File: config.mk
export PLATFORM = sky130hd
export DESIGN_NAME = gdfs_stack_mem
export DESIGN_NICKNAME = d
export VERILOG_FILES = /design/src/gdfs_pkg.sv /design/src/gdfs_stack_mem.sv
export SDC_FILE = /design/constraint.sdc
export NUM_CORES = 1
export LEC_CHECK = 0
export ABC_AREA = 1
export BUFFER_PORTS_ARGS = -buffer_cell sky130_fd_sc_hd__buf_2
export CORE_ASPECT_RATIO = 1.75
export CORE_UTILIZATION = 55
export DETAILED_ROUTE_END_ITERATION = 6
export PLACE_DENSITY = 0.75
export SYNTH_ARGS = -nofsm -noshare
export SYNTH_HDL_FRONTEND = slang
export SYNTH_SLANG_ARGS = --single-unit
File: constraint.sdc
create_clock -name clk -period 3.5 [get_ports clk]
set_clock_uncertainty 0.2 [all_clocks]
set_input_delay 0.175 -clock clk [delete_from_list [all_inputs] [get_ports clk]]
set_output_delay 0.175 -clock clk [all_outputs]
set_load 0.03 [all_outputs]
File: src/gdfs_pkg.sv
package gdfs_pkg;

    // fixed field widths
    localparam int VERT_W        = 6;
    localparam int NEXT_W        = 7;
    localparam int VC_W          = 7;
    localparam int CFG_IDX_W     = 1;
    localparam int CFG_DATA_W    = 7;
    localparam int S_TDATA_W     = 16;
    localparam int M_TDATA_W     = 8;
    localparam int DEF_MAX_NODES = 64;

    // input commands
    localparam logic CMD_WRITE = 1'b0;
    localparam logic CMD_START = 1'b1;

    // traversal orders
    localparam logic MODE_PREORDER  = 1'b0;
    localparam logic MODE_PUSH_MARK = 1'b1;

    // configuration register indexes
    localparam logic [CFG_IDX_W-1:0] CFG_VERTEX_COUNT = 1'b0;
    localparam logic [CFG_IDX_W-1:0] CFG_ORDER_MODE   = 1'b1;

    typedef struct packed {
        logic [NEXT_W-1:0] next;
        logic [VERT_W-1:0] vertex;
    } stk_entry_t;

    typedef struct packed {
        logic              rd;
        logic              wr;
        logic [VERT_W-1:0] addr;
    } adj_ctl_t;

    typedef struct packed {
        logic              rd;
        logic              wr;
        logic [VERT_W-1:0] rd_addr;
        logic [VERT_W-1:0] wr_addr;
        stk_entry_t        wdata;
    } stk_ctl_t;

    typedef struct packed {
        logic              valid;
        logic [VERT_W-1:0] vertex;
        logic              last;
    } emit_t;

endpackage

File: src/gdfs_stack_mem.sv
module gdfs_stack_mem
    import gdfs_pkg::*;
#(
    parameter int MAX_NODES = DEF_MAX_NODES
)
(
    input  logic       clk,
    input  stk_ctl_t   ctl,
    output stk_entry_t q
);

    localparam int AW = $clog2(MAX_NODES);

    stk_entry_t stack_mem [MAX_NODES];
    stk_entry_t q_reg;

    always_ff @(posedge clk)
    begin
        if (ctl.wr)
        begin
            stack_mem[ctl.wr_addr[AW-1:0]] <= ctl.wdata;
        end
        if (ctl.rd)
        begin
            q_reg <= stack_mem[ctl.rd_addr[AW-1:0]];
        end
    end

    assign q = q_reg;

endmodule

==> run summary <==
Dividing the detail-routed wire length by the instance count gives 24.3 um. The congestion estimate from routability-driven global placement came to 0.916. For the net count after synthesis, the log shows 2,902. The post-detailed-route count of antenna-violating nets is 0. No sink is reached through more buffers than the 3 on the longest clock path. The top cell type by area accounts for 74.3% of the synthesized area. Per report_power, the combinational group accounts for 6.6% of the total.

The post-synthesis to final-layout area growth is 11.1%. The wire length of the first global-routing pass was 137,000 um; the share of synthesized area spent on multiplexers was 0%. During I/O placement, the number of pins put on the boundary was 41. In the final layout, the share of cells above drive strength 1 is 9.05%. The run gives 5 as the final hold violation count. For the share of total power in sequential cells, the log shows 54.3%.

Across the run, the number of max-cap violations was 0. The final critical path takes up 68.0% of the cycle. The level count of the clock H-tree is 3, and the HPWL after detailed placement is 54,900 um. The buffers plus inverters on the worst setup path works out to 3. The biggest area contributor in the post-synthesis netlist is edfxtp_1. Yosys attributes the largest share of cell area to edfxtp_1, nand2_1, nand3_1. The region available for standard cell placement spans 61,300 um2. Timing would allow up to 0.420 GHz.

The post-synthesis share of cell area spent on full adders, half adders and majority gates was 0%. At the worst endpoint, the required time is 3650 ps. The tools report the CTS root buffer as clkbuf_16. TritonCTS built the clock tree.

Internal power comes to 16,100 uW. Latest clock arrival within the worst-skew pair: 620 ps. The tightest min-delay check is of the input pin to register type. The flow ran to the end, but the final reports show violations.

The maximum single-stage delay on the critical path came out at 910 ps. The area fraction in and, or, nand and nor cells after synthesis is 22.9%. The total global routing overflow was 0; the post-synthesis instance total was 2,874. The post-route worst setup slack is 1120 ps, and the area of placed instances is 35,500 um2. The die is 332 um tall. The run gives 0 as the post-route DRC violation count. The routed layout has 23,100 vias. Slowest stage cell on the critical path: clkinv_1. Once layout is done, the placed cells without fillers occupy 38,000 um2.

The number of violations reported at the end of detailed-routing iteration 0 is 2,875, and the portion of total power attributed to the clock network is 39.1%. Clock tree synthesis inserted a total of 73 buffers. The synthesized netlist devotes 0% of its cell area to compound gates. The worst setup path is of the input pin to register kind. The final setup violation count was 0; the number of global-route vias before repair was 22,800. The initialized floorplan defines 120 standard-cell rows. The tools report the endpoint kind of the worst setup timing path as a register. The logs give 3,784 for the post-route non-filler standard cell count and 55.7% for the initial core utilization. By area, the combinational part of the netlist is dominated by simple AND/OR/NAND/NOR gates.

Counting every sink on the clock net gives 845. In the final timing run, aggregate negative setup slack is 0 ps. The worst-path maximum fanout is 27, and the number of synthesized register bits is 845. The number of placed cells counting well taps was 3,642.

The static leakage was 0.0137 uW. Traced cell by cell, the critical path runs through buf_2 > clkinv_1 > buf_4 > nand2_1 > nand3_1 > nand3_1 > nand2_1. Setup repair after global routing left no endpoint under its margin. OpenSTA, run right after detailed placement, puts the worst setup slack at 549 ps. From left edge to right edge, the die measures 190 um. The worst-case IR drop observed on VDD is 454 uV. On the critical path the largest part of the delay comes from buffers and inverters. The net switching share of the total power is 22.3%, and the headroom to the max-slew limit is 19.6%. After clock tree synthesis, the clock-pin slew on the worst setup and hold paths is 70 ps.

The share of the synthesized netlist area taken by xor and xnor gates was 0%; the final critical delay including setup and external delays was 2380 ps. The die covers 63,100 um2. The share of the Yosys chip area taken by registers is 74.3%.

Using the TritonRoute via totals, the vias-per-cell ratio works out to 6.10. The checks that failed: negative hold slack. Buffers added to address setup during post-CTS repair amount to 0. After synthesis the cells add up to 34,200 um2. Data arrives at the worst endpoint at 2530 ps. The Yosys warning count came out at 0. Largest net degree at the start of global routing: 151. The final hold slack is -4.00 ps. After synthesis, the mean cell area works out to 11.9 um2. The logs give 29.3% for the global routing usage summed across all routing layers and 6 for the first-pass detailed-route iteration total.

Summed over all nets, the switching power comes to 4630 uW. Power spread over the standard cell area amounts to 546 nW/um2. The register with the most flip-flops in the layout has 832 of them.

The number of antenna violations at the first check in global routing is 8. The pin slew with the least headroom to its limit works out to 1200 ps. The total wire length is 91,900 um. The critical path launch point type was an input pin. After the last flow step, the layout net total stands at 2,958.

The tools report the count of distinct cell types in the synthesized netlist as 14. The number of port buffers came out at 40. For the final count of pins violating max slew, the log shows 0.
## through the flow
step / power (uW) / utilization, %
final: 20700 / 62.0
after global routing: 21200 / 61.9
after CTS: 20700 / 61.9
after detailed placement: 12800 / 58.0
after global placement: 12800 / 58.0
after floorplan: 12200 / -
## cells in the final DEF, fill, tap and decap left out, types with 10 or more instances in the layout
| cell | synthesis | final |
|---|---|---|
| buf_2 | 107 | 37 |
| nand2_1 | 1053 | 1053 |
| clkbuf_1 | 30 | 17 |
| nand3_1 | 709 | 709 |
| nor2_1 | 56 | 56 |
| clkinv_2 | 0 | 12 |
| clkbuf_16 | 0 | 77 |
| edfxtp_1 | 845 | 845 |
| buf_4 | 24 | 108 |
| buf_12 | 0 | 10 |
| clkinv_1 | 2 | 12 |
## final cells by class
class                           instances  area, um2
Antenna cell                            7       17.5
Tap cell                              793        992
Inverter                               12       58.8
Sequential cell                       845      25400
Fill cell                            4473      23300
Clock inverter                         35        370
Timing Repair Buffer                  163       1280
Multi-Input combinational cell       1835       7870
Clock buffer                           94       1990
## Yosys cell counts (all sizes together)
cell,n
nand4,9
clkinv,2
nor4,8
nor2,56
inv,10
nand3,709
nand2,1053
buf,152
clkbuf,30
edfxtp,845
## worst paths after layout
kind | start | end | slack (ps) | depth (start not counted)
worst max-delay path | ctl[22] | q[10] | 1120 | 7
worst min-delay path | ctl[0] | stack_mem[41][0] | -4 | 1
worst max register to register | stack_mem[35][1] | q[1] | 1540 | 8
worst min register to register | stack_mem[36][12] | q[12] | 700 | 8
## power by group through the flow
stage	clock (uW)	sequential [uW]	combinational (uW)
6_report	8100	11200	1370
5_1_grt	8480	11200	1470
4_1_cts	8140	11200	1350
3_5_place_dp	0	11500	1330
3_3_place_gp	0	11500	1300
2_1_floorplan	0	11500	718
## metal layers
layer	GRT usage, %	wire length [um]
met4	20.3	6620
met1	34.9	30500
met3	4.86	8640
met5	0	0
met2	48.4	46100
## kinds of logic (layout without fill, tap and decap cells)
logic type             after synthesis  after routing
other                                0              7
DFF                                845            845
buffers and inverters              194            304
and+or+nand+nor                   1835           1835
## what timing repair did
item | CTS | global route
hold buffers | 6 | 0
endpoints found under the hold margin | 97 | 0
gates resized for setup | 0 | 0
## worst register-to-register path: stages (launching register included)
cell and delay, ps:
edfxtp_1 380, nand2_1 80, nand3_1 90, nand3_1 260, nand2_1 110, nand2_1 80, nand3_1 240, nand3_1 200
nand2_1 60
No activity file was read; power rests on OpenSTA's default activity.
